**src/rtl/assert_macros.svh**
```systemverilog
// Assertion macros used by the framer RTL.
`ifndef ASSERT_MACROS_SVH
`define ASSERT_MACROS_SVH
`ifndef SYNTHESIS
// Checked property, disabled while reset is asserted.
`define HFR_ASSERT(lbl, clk, rstn, prop, msg) \
  lbl: assert property (@(posedge clk) disable iff (!rstn) prop) else $error(msg);
// Checked property, also active during reset.
`define HFR_ASSERT_ALWAYS(lbl, clk, prop, msg) \
  lbl: assert property (@(posedge clk) prop) else $error(msg);
`else
`define HFR_ASSERT(lbl, clk, rstn, prop, msg)
`define HFR_ASSERT_ALWAYS(lbl, clk, prop, msg)
`endif
`endif

```
**src/rtl/hfr_pkg.sv**
```systemverilog
// Types, constants and key tables for the HTTP request framer.
`default_nettype none
package hfr_pkg;

  localparam int LENGTH_WIDTH_DEF = 24;
  localparam int CFG_W            = 24;
  localparam int KEY_LEN          = 15;

  localparam logic [CFG_W-1:0] MAX_LEN_RESET = 24'd1048576;

  localparam logic [7:0] CH_CR    = 8'h0D;
  localparam logic [7:0] CH_LF    = 8'h0A;
  localparam logic [7:0] CH_SP    = 8'h20;
  localparam logic [7:0] CH_TAB   = 8'h09;
  localparam logic [7:0] CH_VT    = 8'h0B;
  localparam logic [7:0] CH_FF    = 8'h0C;
  localparam logic [7:0] CH_PLUS  = 8'h2B;
  localparam logic [7:0] CH_MINUS = 8'h2D;
  localparam logic [7:0] CH_0     = 8'h30;
  localparam logic [7:0] CH_9     = 8'h39;

  typedef enum logic [2:0] {
    PH_HEADER = 3'b001,
    PH_BODY   = 3'b010,
    PH_DROP   = 3'b100
  } phase_t;

  // value parser: which key was found and where in the atoi form we are
  typedef enum logic [6:0] {
    VM_NONE    = 7'b0000001,
    VM_LO_LEAD = 7'b0000010,
    VM_LO_DIG  = 7'b0000100,
    VM_LO_DONE = 7'b0001000,
    VM_EX_LEAD = 7'b0010000,
    VM_EX_DIG  = 7'b0100000,
    VM_EX_DONE = 7'b1000000
  } vmode_t;

  function automatic logic [7:0] exact_key_char(input logic [3:0] idx);
    logic [7:0] ch;
    case (idx)
      4'd0:    ch = "C";
      4'd1:    ch = "o";
      4'd2:    ch = "n";
      4'd3:    ch = "t";
      4'd4:    ch = "e";
      4'd5:    ch = "n";
      4'd6:    ch = "t";
      4'd7:    ch = "-";
      4'd8:    ch = "L";
      4'd9:    ch = "e";
      4'd10:   ch = "n";
      4'd11:   ch = "g";
      4'd12:   ch = "t";
      4'd13:   ch = "h";
      4'd14:   ch = ":";
      default: ch = "C";
    endcase
    return ch;
  endfunction

  function automatic logic [7:0] lower_key_char(input logic [3:0] idx);
    logic [7:0] ch;
    case (idx)
      4'd0:    ch = "c";
      4'd1:    ch = "o";
      4'd2:    ch = "n";
      4'd3:    ch = "t";
      4'd4:    ch = "e";
      4'd5:    ch = "n";
      4'd6:    ch = "t";
      4'd7:    ch = "-";
      4'd8:    ch = "l";
      4'd9:    ch = "e";
      4'd10:   ch = "n";
      4'd11:   ch = "g";
      4'd12:   ch = "t";
      4'd13:   ch = "h";
      4'd14:   ch = ":";
      default: ch = "c";
    endcase
    return ch;
  endfunction

  function automatic logic is_ws(input logic [7:0] c);
    return (c == CH_SP) || (c == CH_TAB) || (c == CH_LF) || (c == CH_VT) ||
           (c == CH_FF) || (c == CH_CR);
  endfunction

endpackage
`default_nettype wire

```
**src/rtl/hfr_channels.sv**
```systemverilog
// Valid/ready channel interfaces: input bytes, framed results, configuration.
`default_nettype none
interface hfr_in_if;
  logic       valid;
  logic       ready;
  logic [7:0] data_byte;
  logic       new_connection;
  modport source (output valid, output data_byte, output new_connection, input ready);
  modport sink   (input valid, input data_byte, input new_connection, output ready);
endinterface

interface hfr_out_if;
  logic       valid;
  logic       ready;
  logic [7:0] out_byte;
  logic       is_body;
  logic       request_end;
  logic       too_large;
  logic       dropped;
  modport source (output valid, output out_byte, output is_body, output request_end,
                  output too_large, output dropped, input ready);
  modport sink   (input valid, input out_byte, input is_body, input request_end,
                  input too_large, input dropped, output ready);
endinterface

interface hfr_cfg_if;
  logic                     valid;
  logic                     ready;
  logic [hfr_pkg::CFG_W-1:0] data;
  modport source (output valid, output data, input ready);
  modport sink   (input valid, input data, output ready);
endinterface
`default_nettype wire

```
**src/rtl/http_request_framer.sv**
```systemverilog
// HTTP/1.1 request framer: header scan, Content-Length parse, body count.
//
//  channel | dir | payload                                          | transaction
//  --------+-----+--------------------------------------------------+------------------
//  in_if   | in  | data_byte[7:0], new_connection                   | valid & ready
//  out_if  | out | out_byte[7:0], is_body, request_end, too_large,  | valid & ready
//          |     | dropped                                          |
//  cfg_if  | in  | data[23:0] = max_body_length                     | valid & ready
//
// One byte per cycle sustained while out_if.ready is high; each byte passes the input
// register, then the parse step that updates the match/count state and loads the
// result register. The state update of the parse step sets the rate.
// rst_n is synchronous: clears parse state, max_body_length returns to 1048576.
// When out_if.ready is low the result and input registers hold and in_if.ready
// drops once both are full. cfg_if.ready is always high.
`default_nettype none
`include "assert_macros.svh"
module http_request_framer #(
  parameter int LENGTH_WIDTH = hfr_pkg::LENGTH_WIDTH_DEF
) (
  input  wire logic  clk,
  input  wire logic  rst_n,
  hfr_in_if.sink     in_if,
  hfr_out_if.source  out_if,
  hfr_cfg_if.sink    cfg_if
);

  localparam int MW = LENGTH_WIDTH + 1;   // magnitude, saturates at 2^LENGTH_WIDTH
  localparam int AW = LENGTH_WIDTH + 5;   // mag*10 + digit
  localparam int CW = (MW > hfr_pkg::CFG_W) ? MW : hfr_pkg::CFG_W;
  localparam logic [AW-1:0] SAT_ACC = AW'(1) << LENGTH_WIDTH;
  localparam logic [MW-1:0] SAT_MAG = MW'(1) << LENGTH_WIDTH;

  typedef struct packed {
    hfr_pkg::phase_t         phase;
    logic [1:0]              term;
    logic [3:0]              ex_prog;
    logic [3:0]              lo_prog;
    hfr_pkg::vmode_t         mode;
    logic                    ex_neg;
    logic                    lo_neg;
    logic [MW-1:0]           ex_mag;
    logic [MW-1:0]           lo_mag;
    logic [LENGTH_WIDTH-1:0] rem;
  } parse_t;

  typedef struct packed {
    logic is_body;
    logic request_end;
    logic too_large;
    logic dropped;
  } flags_t;

  localparam parse_t PARSE_CLR = '{
    phase:   hfr_pkg::PH_HEADER,
    term:    2'd0,
    ex_prog: 4'd0,
    lo_prog: 4'd0,
    mode:    hfr_pkg::VM_NONE,
    ex_neg:  1'b0,
    lo_neg:  1'b0,
    ex_mag:  '0,
    lo_mag:  '0,
    rem:     '0
  };

  function automatic logic [MW-1:0] acc_digit(input logic [MW-1:0] mag,
                                              input logic [7:0] c);
    logic [AW-1:0] ext;
    logic [AW-1:0] m;
    ext = AW'(mag);
    m   = (ext << 3) + (ext << 1) + AW'(c - hfr_pkg::CH_0);
    return (m > SAT_ACC) ? SAT_MAG : m[MW-1:0];
  endfunction

  // key matcher step: returns {hit, next progress}
  function automatic logic [4:0] key_step(input logic [3:0] prog, input logic [7:0] c,
                                          input logic is_exact);
    logic [3:0] p;
    logic [7:0] kc;
    logic [7:0] k0;
    logic [4:0] res;
    p  = (prog >= 4'(hfr_pkg::KEY_LEN)) ? 4'd0 : prog;
    kc = is_exact ? hfr_pkg::exact_key_char(p) : hfr_pkg::lower_key_char(p);
    k0 = is_exact ? hfr_pkg::exact_key_char(4'd0) : hfr_pkg::lower_key_char(4'd0);
    if (c == kc) begin
      if (p == 4'(hfr_pkg::KEY_LEN - 1)) res = {1'b1, 4'd0};
      else                               res = {1'b0, p + 4'd1};
    end else begin
      res = {1'b0, (c == k0) ? 4'd1 : 4'd0};
    end
    return res;
  endfunction

  logic [hfr_pkg::CFG_W-1:0] max_len_r;

  logic       s1_valid_r;
  logic [7:0] s1_data_r;
  logic       s1_newc_r;

  logic       out_valid_r;
  logic [7:0] out_byte_r;
  flags_t     out_flags_r;

  parse_t     st_r, st_nxt;
  flags_t     flags_nxt;
  logic       adv;

  assign adv          = s1_valid_r && (!out_valid_r || out_if.ready);
  assign in_if.ready  = !s1_valid_r || adv;
  assign cfg_if.ready = 1'b1;

  assign out_if.valid       = out_valid_r;
  assign out_if.out_byte    = out_byte_r;
  assign out_if.is_body     = out_flags_r.is_body;
  assign out_if.request_end = out_flags_r.request_end;
  assign out_if.too_large   = out_flags_r.too_large;
  assign out_if.dropped     = out_flags_r.dropped;

  // parse step
  always_comb begin
    parse_t                  cur;
    logic [7:0]              c;
    logic                    digit;
    logic                    lead;
    logic                    side_ex;
    logic [4:0]              ex_k;
    logic [4:0]              lo_k;
    logic                    ended;
    logic                    sel_neg;
    logic [MW-1:0]           sel_mag;
    logic [LENGTH_WIDTH-1:0] rem_dec;

    c         = s1_data_r;
    cur       = s1_newc_r ? PARSE_CLR : st_r;
    st_nxt    = cur;
    flags_nxt = '0;
    digit     = (c >= hfr_pkg::CH_0) && (c <= hfr_pkg::CH_9);
    lead      = (cur.mode == hfr_pkg::VM_LO_LEAD) || (cur.mode == hfr_pkg::VM_EX_LEAD);
    side_ex   = (cur.mode == hfr_pkg::VM_EX_LEAD) || (cur.mode == hfr_pkg::VM_EX_DIG);
    ex_k      = '0;
    lo_k      = '0;
    ended     = 1'b0;
    sel_neg   = 1'b0;
    sel_mag   = '0;
    rem_dec   = cur.rem - ((cur.rem != '0) ? LENGTH_WIDTH'(1) : '0);

    case (cur.phase)
      hfr_pkg::PH_DROP: begin
        flags_nxt.dropped = 1'b1;
      end
      hfr_pkg::PH_BODY: begin
        flags_nxt.is_body = 1'b1;
        st_nxt.rem        = rem_dec;
        if (rem_dec == '0) begin
          flags_nxt.request_end = 1'b1;
          st_nxt                = PARSE_CLR;
        end
      end
      default: begin
        // value parser, active in the leading and digit stages of either key
        if (lead || cur.mode == hfr_pkg::VM_LO_DIG || cur.mode == hfr_pkg::VM_EX_DIG) begin
          if (digit) begin
            if (side_ex) st_nxt.ex_mag = acc_digit(cur.ex_mag, c);
            else         st_nxt.lo_mag = acc_digit(cur.lo_mag, c);
            st_nxt.mode = side_ex ? hfr_pkg::VM_EX_DIG : hfr_pkg::VM_LO_DIG;
          end else if (lead && hfr_pkg::is_ws(c)) begin
            st_nxt.mode = cur.mode;
          end else if (lead && c == hfr_pkg::CH_PLUS) begin
            st_nxt.mode = side_ex ? hfr_pkg::VM_EX_DIG : hfr_pkg::VM_LO_DIG;
          end else if (lead && c == hfr_pkg::CH_MINUS) begin
            if (side_ex) st_nxt.ex_neg = 1'b1;
            else         st_nxt.lo_neg = 1'b1;
            st_nxt.mode = side_ex ? hfr_pkg::VM_EX_DIG : hfr_pkg::VM_LO_DIG;
          end else begin
            st_nxt.mode = side_ex ? hfr_pkg::VM_EX_DONE : hfr_pkg::VM_LO_DONE;
          end
        end

        ex_k           = key_step(cur.ex_prog, c, 1'b1);
        lo_k           = key_step(cur.lo_prog, c, 1'b0);
        st_nxt.ex_prog = ex_k[3:0];
        st_nxt.lo_prog = lo_k[3:0];
        // exact-case key overrides a lower-case one found earlier
        if (ex_k[4] && !(st_nxt.mode == hfr_pkg::VM_EX_LEAD ||
                         st_nxt.mode == hfr_pkg::VM_EX_DIG ||
                         st_nxt.mode == hfr_pkg::VM_EX_DONE)) begin
          st_nxt.mode   = hfr_pkg::VM_EX_LEAD;
          st_nxt.ex_neg = 1'b0;
          st_nxt.ex_mag = '0;
        end else if (lo_k[4] && st_nxt.mode == hfr_pkg::VM_NONE) begin
          st_nxt.mode   = hfr_pkg::VM_LO_LEAD;
          st_nxt.lo_neg = 1'b0;
          st_nxt.lo_mag = '0;
        end

        // CRLFCRLF tracking
        if (c == hfr_pkg::CH_CR) begin
          st_nxt.term = (cur.term == 2'd2) ? 2'd3 : 2'd1;
        end else if (c == hfr_pkg::CH_LF && (cur.term == 2'd1 || cur.term == 2'd3)) begin
          ended       = (cur.term == 2'd3);
          st_nxt.term = ended ? 2'd0 : 2'd2;
        end else begin
          st_nxt.term = 2'd0;
        end

        if (ended) begin
          if (st_nxt.mode == hfr_pkg::VM_EX_LEAD || st_nxt.mode == hfr_pkg::VM_EX_DIG ||
              st_nxt.mode == hfr_pkg::VM_EX_DONE) begin
            sel_neg = st_nxt.ex_neg;
            sel_mag = st_nxt.ex_mag;
          end else if (st_nxt.mode != hfr_pkg::VM_NONE) begin
            sel_neg = st_nxt.lo_neg;
            sel_mag = st_nxt.lo_mag;
          end
          st_nxt = PARSE_CLR;
          if ((sel_neg && sel_mag != '0) || sel_mag[LENGTH_WIDTH] ||
              (CW'(sel_mag) > CW'(max_len_r))) begin
            flags_nxt.too_large = 1'b1;
            st_nxt.phase        = hfr_pkg::PH_DROP;
          end else if (sel_mag == '0) begin
            flags_nxt.request_end = 1'b1;
          end else begin
            st_nxt.phase = hfr_pkg::PH_BODY;
            st_nxt.rem   = sel_mag[LENGTH_WIDTH-1:0];
          end
        end
      end
    endcase
  end

  always_ff @(posedge clk) begin
    if (!rst_n) begin
      max_len_r   <= hfr_pkg::MAX_LEN_RESET;
      s1_valid_r  <= 1'b0;
      out_valid_r <= 1'b0;
      st_r        <= PARSE_CLR;
    end else begin
      if (cfg_if.valid) begin
        max_len_r <= cfg_if.data;
      end
      if (in_if.valid && in_if.ready) begin
        s1_valid_r <= 1'b1;
      end else if (adv) begin
        s1_valid_r <= 1'b0;
      end
      if (adv) begin
        out_valid_r <= 1'b1;
        st_r        <= st_nxt;
      end else if (out_if.ready) begin
        out_valid_r <= 1'b0;
      end
    end
  end

  // payload registers
  always_ff @(posedge clk) begin
    if (in_if.valid && in_if.ready) begin
      s1_data_r <= in_if.data_byte;
      s1_newc_r <= in_if.new_connection;
    end
    if (adv) begin
      out_byte_r  <= s1_data_r;
      out_flags_r <= flags_nxt;
    end
  end

  `HFR_ASSERT(a_body_rem_nonzero, clk, rst_n, (st_r.phase == hfr_pkg::PH_BODY) |-> (st_r.rem != '0), "body phase with zero bytes remaining")
  `HFR_ASSERT(a_reject_to_drop, clk, rst_n, (adv && flags_nxt.too_large) |=> (st_r.phase == hfr_pkg::PH_DROP), "rejected request did not enter drop phase")
  `HFR_ASSERT(a_flags_exclusive, clk, rst_n, (out_valid_r && out_flags_r.too_large) |-> (!out_flags_r.is_body && !out_flags_r.dropped && !out_flags_r.request_end), "too_large set together with another flag")
  `HFR_ASSERT_ALWAYS(a_reset_clears, clk, !rst_n |=> (!out_valid_r && !s1_valid_r && st_r.phase == hfr_pkg::PH_HEADER), "reset did not clear the pipeline")

endmodule
`default_nettype wire
```
**src/flat_wrapper.sv**
```systemverilog
// flat-port wrapper written by rule: the top's interface ports become plain ports
module http_request_framer_flat 
#(
  parameter int LENGTH_WIDTH = hfr_pkg::LENGTH_WIDTH_DEF
)
  (clk, rst_n, in_if_valid, in_if_data_byte, in_if_new_connection, in_if_ready, out_if_valid, out_if_out_byte, out_if_is_body, out_if_request_end, out_if_too_large, out_if_dropped, out_if_ready, cfg_if_valid, cfg_if_data, cfg_if_ready);
  hfr_in_if in_if_i ();
  hfr_out_if out_if_i ();
  hfr_cfg_if cfg_if_i ();
  input  wire logic clk;
  input  wire logic rst_n;
  input wire logic [$bits(in_if_i.valid)-1:0] in_if_valid;
  input wire logic [$bits(in_if_i.data_byte)-1:0] in_if_data_byte;
  input wire logic [$bits(in_if_i.new_connection)-1:0] in_if_new_connection;
  output wire logic [$bits(in_if_i.ready)-1:0] in_if_ready;
  output wire logic [$bits(out_if_i.valid)-1:0] out_if_valid;
  output wire logic [$bits(out_if_i.out_byte)-1:0] out_if_out_byte;
  output wire logic [$bits(out_if_i.is_body)-1:0] out_if_is_body;
  output wire logic [$bits(out_if_i.request_end)-1:0] out_if_request_end;
  output wire logic [$bits(out_if_i.too_large)-1:0] out_if_too_large;
  output wire logic [$bits(out_if_i.dropped)-1:0] out_if_dropped;
  input wire logic [$bits(out_if_i.ready)-1:0] out_if_ready;
  input wire logic [$bits(cfg_if_i.valid)-1:0] cfg_if_valid;
  input wire logic [$bits(cfg_if_i.data)-1:0] cfg_if_data;
  output wire logic [$bits(cfg_if_i.ready)-1:0] cfg_if_ready;
  assign in_if_i.valid = in_if_valid;
  assign in_if_i.data_byte = in_if_data_byte;
  assign in_if_i.new_connection = in_if_new_connection;
  assign in_if_ready = in_if_i.ready;
  assign out_if_valid = out_if_i.valid;
  assign out_if_out_byte = out_if_i.out_byte;
  assign out_if_is_body = out_if_i.is_body;
  assign out_if_request_end = out_if_i.request_end;
  assign out_if_too_large = out_if_i.too_large;
  assign out_if_dropped = out_if_i.dropped;
  assign out_if_i.ready = out_if_ready;
  assign cfg_if_i.valid = cfg_if_valid;
  assign cfg_if_i.data = cfg_if_data;
  assign cfg_if_ready = cfg_if_i.ready;
  http_request_framer #(.LENGTH_WIDTH(LENGTH_WIDTH)) u_core (.clk(clk), .rst_n(rst_n), .in_if(in_if_i), .out_if(out_if_i), .cfg_if(cfg_if_i));
endmodule
```
**config.mk**
```make
export PLATFORM = sky130hd
export DESIGN_NAME = http_request_framer_flat
export DESIGN_NICKNAME = d
export VERILOG_FILES = /design/src/rtl/hfr_pkg.sv /design/src/rtl/hfr_channels.sv /design/src/rtl/http_request_framer.sv /design/src/flat_wrapper.sv
export VERILOG_INCLUDE_DIRS = /design/src /design/src/rtl
export SDC_FILE = /design/constraint.sdc
export NUM_CORES = 1
export LEC_CHECK = 0
export BUFFER_PORTS_ARGS = -buffer_cell sky130_fd_sc_hd__buf_2
export CAP_MARGIN = 0
export CORE_MARGIN = 2
export CORE_UTILIZATION = 56
export CTS_CLUSTER_DIAMETER = 120
export CTS_CLUSTER_SIZE = 40
export DETAILED_ROUTE_END_ITERATION = 6
export GPL_ROUTABILITY_DRIVEN = 0
export PLACE_DENSITY = 0.73
export SETUP_SLACK_MARGIN = 0.15
export SLEW_MARGIN = 40
export SYNTH_ARGS = -nofsm -noshare
export SYNTH_HDL_FRONTEND = slang
export SYNTH_SLANG_ARGS = --single-unit
```
**constraint.sdc**
```tcl
create_clock -name clk -period 21.7 [get_ports clk]
set_input_delay 4.34 -clock clk [delete_from_list [all_inputs] [get_ports clk]]
set_output_delay 4.34 -clock clk [all_outputs]
set_load 0.01 [all_outputs]
```
* Yosys cells after proc, flatten, opt, wreduce, memory -nomap -nowiden
Memory sizes are Yosys's and may differ from the RTL's.
Index checks and enable logic that the tools add are counted.
** Operators by class
- $add $sub $neg :: 8
- $lt $le $gt $ge :: 7
- Equal/unequal tests :: 31
- Multiplexer cells :: 76
- Bitwise gates (word level) :: 1
- Reduce and logical (&&, ||, !) cells :: 39
** Operators with widths (count)
- $mux W96 :: 3
- $mux W25 :: 11
- $pmux W96 S2 :: 1
- $mux W59 :: 2
- $add A28 B26 Y29 :: 2
- $add A29 B29 Y29 :: 2
- $gt A29 B25 Y1 const B :: 2
- $mux W7 :: 8
- $mux W50 :: 1
- $mux W24 :: 2
- $eq A8 B4 Y1 const B :: 5
- $mux W5 :: 6
- $gt A25 B24 Y1 :: 1
- $logic_not A25 Y1 :: 1
- $mux W1 :: 25
- $reduce_bool A25 Y1 :: 1
- $eq A8 B6 Y1 const B :: 3
- $logic_not A24 Y1 :: 1
- $reduce_bool A24 Y1 :: 1
- $sub A24 B24 Y24 :: 1
- $eq A7 B5 Y1 const B :: 3
- $eq A7 B6 Y1 const B :: 3
- $mux W2 :: 10
- $logic_or A1 B1 Y1 :: 18
- 28 further kinds :: 49
** Word-level totals
- Bits in registers :: 143
- Bits in read-only memories :: 208
- Input bits :: 38
- Output and inout bits :: 15
- Memories :: 2
** Memory list
- (name not given) :: words 16, width 7, rd ports 1, clocked after memory_dff 0, write ports 0, line hfr_pkg.sv:41 : case (idx)
- (name not given) :: words 16, width 6, rd ports 1, clocked after memory_dff 0, write ports 0, line hfr_pkg.sv:64 : case (idx)

* Depth between registers and ports, before layout
- Word-level depth :: 31
- Gate-level depth with buffers :: 43

* Worst setup path after synthesis
OpenSTA, ideal clock, no wires.
- Kind :: flip-flop to flip-flop
- From :: reg u_core.s1_newc_r
- To :: reg u_core.st_r[19] in the netlist's numbering
- Arrival :: 9.410 ns
- Required time :: 21.633 ns
- Slack :: 12.222 ns
- Cell stages (with the launch flop) :: 42
- Path buffers :: 12
- Period minus slack after synthesis :: 9.478 ns
- Cells stage by stage :: edfxtp_1 -> buf_2 -> buf_2 -> clkbuf_1 -> clkbuf_1 -> clkbuf_1 -> buf_2 -> clkbuf_1 -> clkbuf_1 -> clkbuf_1 -> nor2b_1 -> ha_1 -> ha_1 -> fa_1 -> a211oi_2 -> o21ai_2 -> xor2_1 -> or4_1 -> [... 6 more ...] -> nor2_1 -> o2bb2ai_1 -> ha_1 -> nor2b_1 -> o21a_1 -> o21a_1 -> o21a_1 -> o21ai_0 -> a21oi_1 -> o311a_1 -> o31a_1 -> a311oi_1 -> nand2_1 -> nor2_1 -> buf_4 -> buf_4 -> o211ai_2 -> a21oi_2
** On the way
- Longest elaborated chain between the ends :: 30
- Elaborated cells on any way between the ends :: 111
- Those cells by class :: 5 x add/sub; 5 x order compare; 20 x eq/ne; 56 x mux; 23 x reduce/logical; 2 x memory
** RTL lines
- start, declared :: line http_request_framer.sv:99 : logic s1_newc_r;
- start signal, assigned :: line http_request_framer.sv:260 : s1_newc_r <= in_if.new_connection;
- $mux W96 * :: line http_request_framer.sv:135 : cur = s1_newc_r ? PARSE_CLR : st_r;
- branches (longest 28 deep; another with $add A28 B26 Y29)
- $pmux W96 S2 * :: line http_request_framer.sv:148 : case (cur.phase)
- end signal, assigned :: line http_request_framer.sv:249 : st_r <= st_nxt;
- end, declared :: line http_request_framer.sv:105 : parse_t st_r, st_nxt;
Mark *: on every way between the ends. The select of a mux whose other input is x is not followed.
A chain may end at the register's enable or synchronous reset.

* Worst setup path in the final report
- From :: reg u_core.s1_data_r[4]
- To :: reg u_core.st_r[8] in the netlist's numbering
** On the way
- Longest elaborated chain between the ends :: 31
- Elaborated cells on any way between the ends :: 91
- Those cells by class :: 3 x add/sub; 5 x order compare; 18 x eq/ne; 43 x mux; 22 x reduce/logical
** RTL lines
- start, declared :: line http_request_framer.sv:98 : logic [7:0] s1_data_r;
- start signal, assigned :: line http_request_framer.sv:259 : s1_data_r <= in_if.data_byte;
- branches (longest 29 deep; another with $add A29 B29 Y29)
- $mux W96 * :: line http_request_framer.sv:207 : if (ended) begin
- $pmux W96 S2 * :: line http_request_framer.sv:148
Marks and branches as above.

==> reports/qor.yml <==
synth:
  ys_seq_elements: 143
  yosys_warnings: 0
  netlist_area_um2: 14700
  synth_edf_count: 21
  synth_cell_types: 99
  synthCells: 1854
  synth_nets: 2040
  ys_seq_area_share_pct: 20.9
  synth-async-reset-ratio_pct: 0
  ys.flop_type: "dfxtp_1"
  avgSynthCellArea_um2: 7.93
global_route:
  antenna_found_initial: 0
  grt_max_degree: 65
  grt_pass1_wl_um: 74400
  grt_remaining_overflow: 0
  groute.usage.overall_pct: 33.1
  first_global_vias: 13700
worst_setup_path:
  regToRegStartpoint: "u_core.s1_data_r[4]$_DFFE_PP_"
  critPathKind: "register to register"
  slowest_stage: "edfxtp_1"
  cp_data_required_time_ns: 22.04
  crit_start: "u_core.s1_data_r[4]$_DFFE_PP_"
  cp-end-kind: "register"
  critical_path_arrival_ns: 10.18
  crit_fanout: 20
  critPathMaxStageDelay_ns: 0.57
  cp-start-kind: "register"
placement:
  postPlaceCellArea_um2: 15100
  hpwl_um: 35200
  dpl_worst_slack_ns: 11.80
  port_buffers: 51
  placed_cells: 2149
cts:
  clkTransAtPathRegs_ns: 0.06
  ctsHoldBuffers: 0
  clockBufferDepth: 2
  cts_tree: "yes"
  root_buffer: "clkbuf_16"
  clock_latency_ns: 0.44
  htree_num_levels: 4
  ctsResizeCount: 0
  numCtsBuffers: 17
  post_cts_buffers: 0
  numClockSinks: 143
run_status:
  outcome: "finished with violations"
  violations: "design-rule violations"
routing:
  drc: 1
  drt_iter0_drc: 1916
  vias: 14800
  dr.pass1.iters: 7
  via_per_inst: 6.76
  ant_nets: 0
  routed_wl_um: 46600
  wire_per_inst_um: 21.4
pwr:
  power_leakage_uw: 0.00643
  ir_drop_v: 0.0000397
  pwr_density_cell_nw_per_um2: 43.8
  clkPwrFrac_pct: 42.1
  power_frac_comb_pct: 16.8
  p_int_uw: 468
  seq_power_share_pct: 41.1
  swShare_pct: 31.7
  p_switching_uw: 217
cells_and_area:
  drive_above_1_share_pct: 9.04
  syn_to_final_growth_pct: 6.26
  fin_area_um2: 15600
  finalNetCount: 2020
  antenna_cells: 0
  stdcell_count: 2182
sta:
  worst_pin_slew_ns: 0.880
  setup_ws_ns: 11.86
  min_period_over_period_pct: 45.3
  setup_tns_ns: 0
  hold_viol_final: 0
  whs_ns: 0.467
  fmax_mhz: 102
  slew_violations: 0
  clock-skew-final_ns: 0.0126
  period_needed_ns: 9.84
  setup_viol: 0
  rsz0062_at_grt: "false"
  slew-limit-headroom_pct: 41.3
floorplanning:
  row_count: 59
  die_area_um2: 27600
  start_util_pct: 56.7
  core_area_um2: 25900
  die_x_um: 166
  fp.dieH_um: 166
  io_pins: 53
flow_run:
  maxCapViolCount: 0
min_path:
  min-delay-start: "u_core.st_r[59]$_SDFFE_PN0P_"
  hold_class: "register to register"
## Yosys cell counts (all sizes together), types with 6 or more instances
cell type,count,area share (%)
dfxtp,122,17
nor2,122,3.1
edfxtp,21,4.3
nand4,23,1.1
or4,10,0.56
or3,14,0.63
nor3,54,1.9
o21a,17,0.87
inv,99,2.5
a21o,27,1.4
and3,18,0.77
a22oi,71,3.6
and4,6,0.36
a311oi,9,0.54
nor2b,139,5.9
o211ai,33,2.0
o2111ai,6,0.36
a31o,7,0.48
nand2,136,3.5
o2bb2ai,6,0.36
or2,10,0.43
mux2i,28,1.9
a21boi,15,0.77
clkbuf,79,2.0
o22ai,9,0.43
xnor2,34,2.0
a32oi,8,0.48
a211oi,17,0.97
buf,30,1.3
nand2b,14,0.60
a31oi,23,0.98
a22o,10,0.60
a32o,6,0.41
nand3,47,1.6
and2,26,1.1
a21oi,135,4.8
nor4b,6,0.40
o21ai,115,4.0
ha,100,8.5
fa,48,6.5
a221oi,7,0.42
nor3b,8,0.41
o31ai,12,0.61
xor2,33,2.0
nor4,19,0.85
## placed cells by master (no fill, tap or decap), types with 21 or more instances in the layout
cell type  Yosys  final
o211ai_1      24     24
dfxtp_1      122    122
mux2i_1       28     28
xor2_1        33     33
buf_2         17     51
nand3_1       47     47
edfxtp_1      21     21
xnor2_1       34     34
a31oi_1       23     23
nand4_1       22     22
a22oi_1       71     71
o21ai_0      101    101
inv_1         99     97
nor2b_1      139    139
nor2_1       122    121
a21o_1        27     27
and2_1        25     25
fa_1          48     48
ha_1         100    100
nand2_1      136    136
a21oi_1      126    126
nor3_1        52     52
## metal layers
metal / share of wire (%) / vias up / track usage [%]
li1: - / 6774 / -
met1: 42 / 6998 / 46.7
met2: 44 / 846 / 50.2
met3: 10 / 139 / 6.17
met4: 3.7 / 0 / 13.2
met5: 0 / - / 0.522
## per-stage QoR
stage / util [%] / total power, uW
2_1_floorplan: - / 365
3_3_place_gp: 58.0 / 396
3_5_place_dp: 58.1 / 398
4_1_cts: 60.3 / 681
5_1_grt: 60.3 / 706
6_report: 60.3 / 684
## worst paths after layout
kind	endpoint	slack [ns]	cells after the start
hold reg to reg	u_core.st_r[59]$_SDFFE_PN0P_	0.47	2
setup / recovery	u_core.st_r[8]$_SDFFE_PN0P_	11.86	33
hold / removal	u_core.st_r[59]$_SDFFE_PN0P_	0.47	2
setup reg to reg	u_core.st_r[8]$_SDFFE_PN0P_	11.86	33
## registers in the layout (all words and copies together), names as in the netlist, 8 cells and up
| register | cells |
|---|---|
| u_core.max_len_r | 24 |
| u_core.out_if.out_byte | 8 |
| u_core.s1_data_r | 8 |
| u_core.st_r | 96 |
## power by group through the flow
stage | Clock (uW) | Combinational [uW] | Sequential [uW]
2_1_floorplan | 0 | 81.4 | 283
3_3_place_gp | 0 | 109 | 287
5_1_grt | 300 | 125 | 282
4_1_cts | 288 | 112 | 281
3_5_place_dp | 0 | 111 | 287
6_report | 288 | 115 | 281
## logic make-up (layout without fill, tap and decap cells)
logic type	count (synthesis)	after routing	share of synthesized area, %
flip-flops	143	143	20.9
AND/OR/NAND/NOR	668	668	24.2
adder cells (fa/ha/maj)	148	148	15.0
XOR/XNOR	67	67	3.99
buffers and inverters	208	201	5.80
other	1	1	0.0255
multiplexers	31	31	2.14
AO/OA/AOI/OAI	588	588	27.9
## worst max-delay path: cells and delay by family, from the launching register on
family                     cells  cell delay (ns)
AOI/OAI and AO/OA             16             3.48
DFF                            1             0.57
and+or+nand+nor                9             2.67
xor gates and xnor gates       1             0.22
adders and majority gates      4             1.54
buffers and inverters          3             1.20
## area by class of cell
class	count	area, um^2
clock inverters	14	120
well taps	335	419
multi-input cells	1503	10800
repair buffers	70	395
fillers	2361	10300
inverters	99	372
clock buffers	18	439
flip-flops and latches	143	3070
No activity file was read; power rests on OpenSTA's default activity.
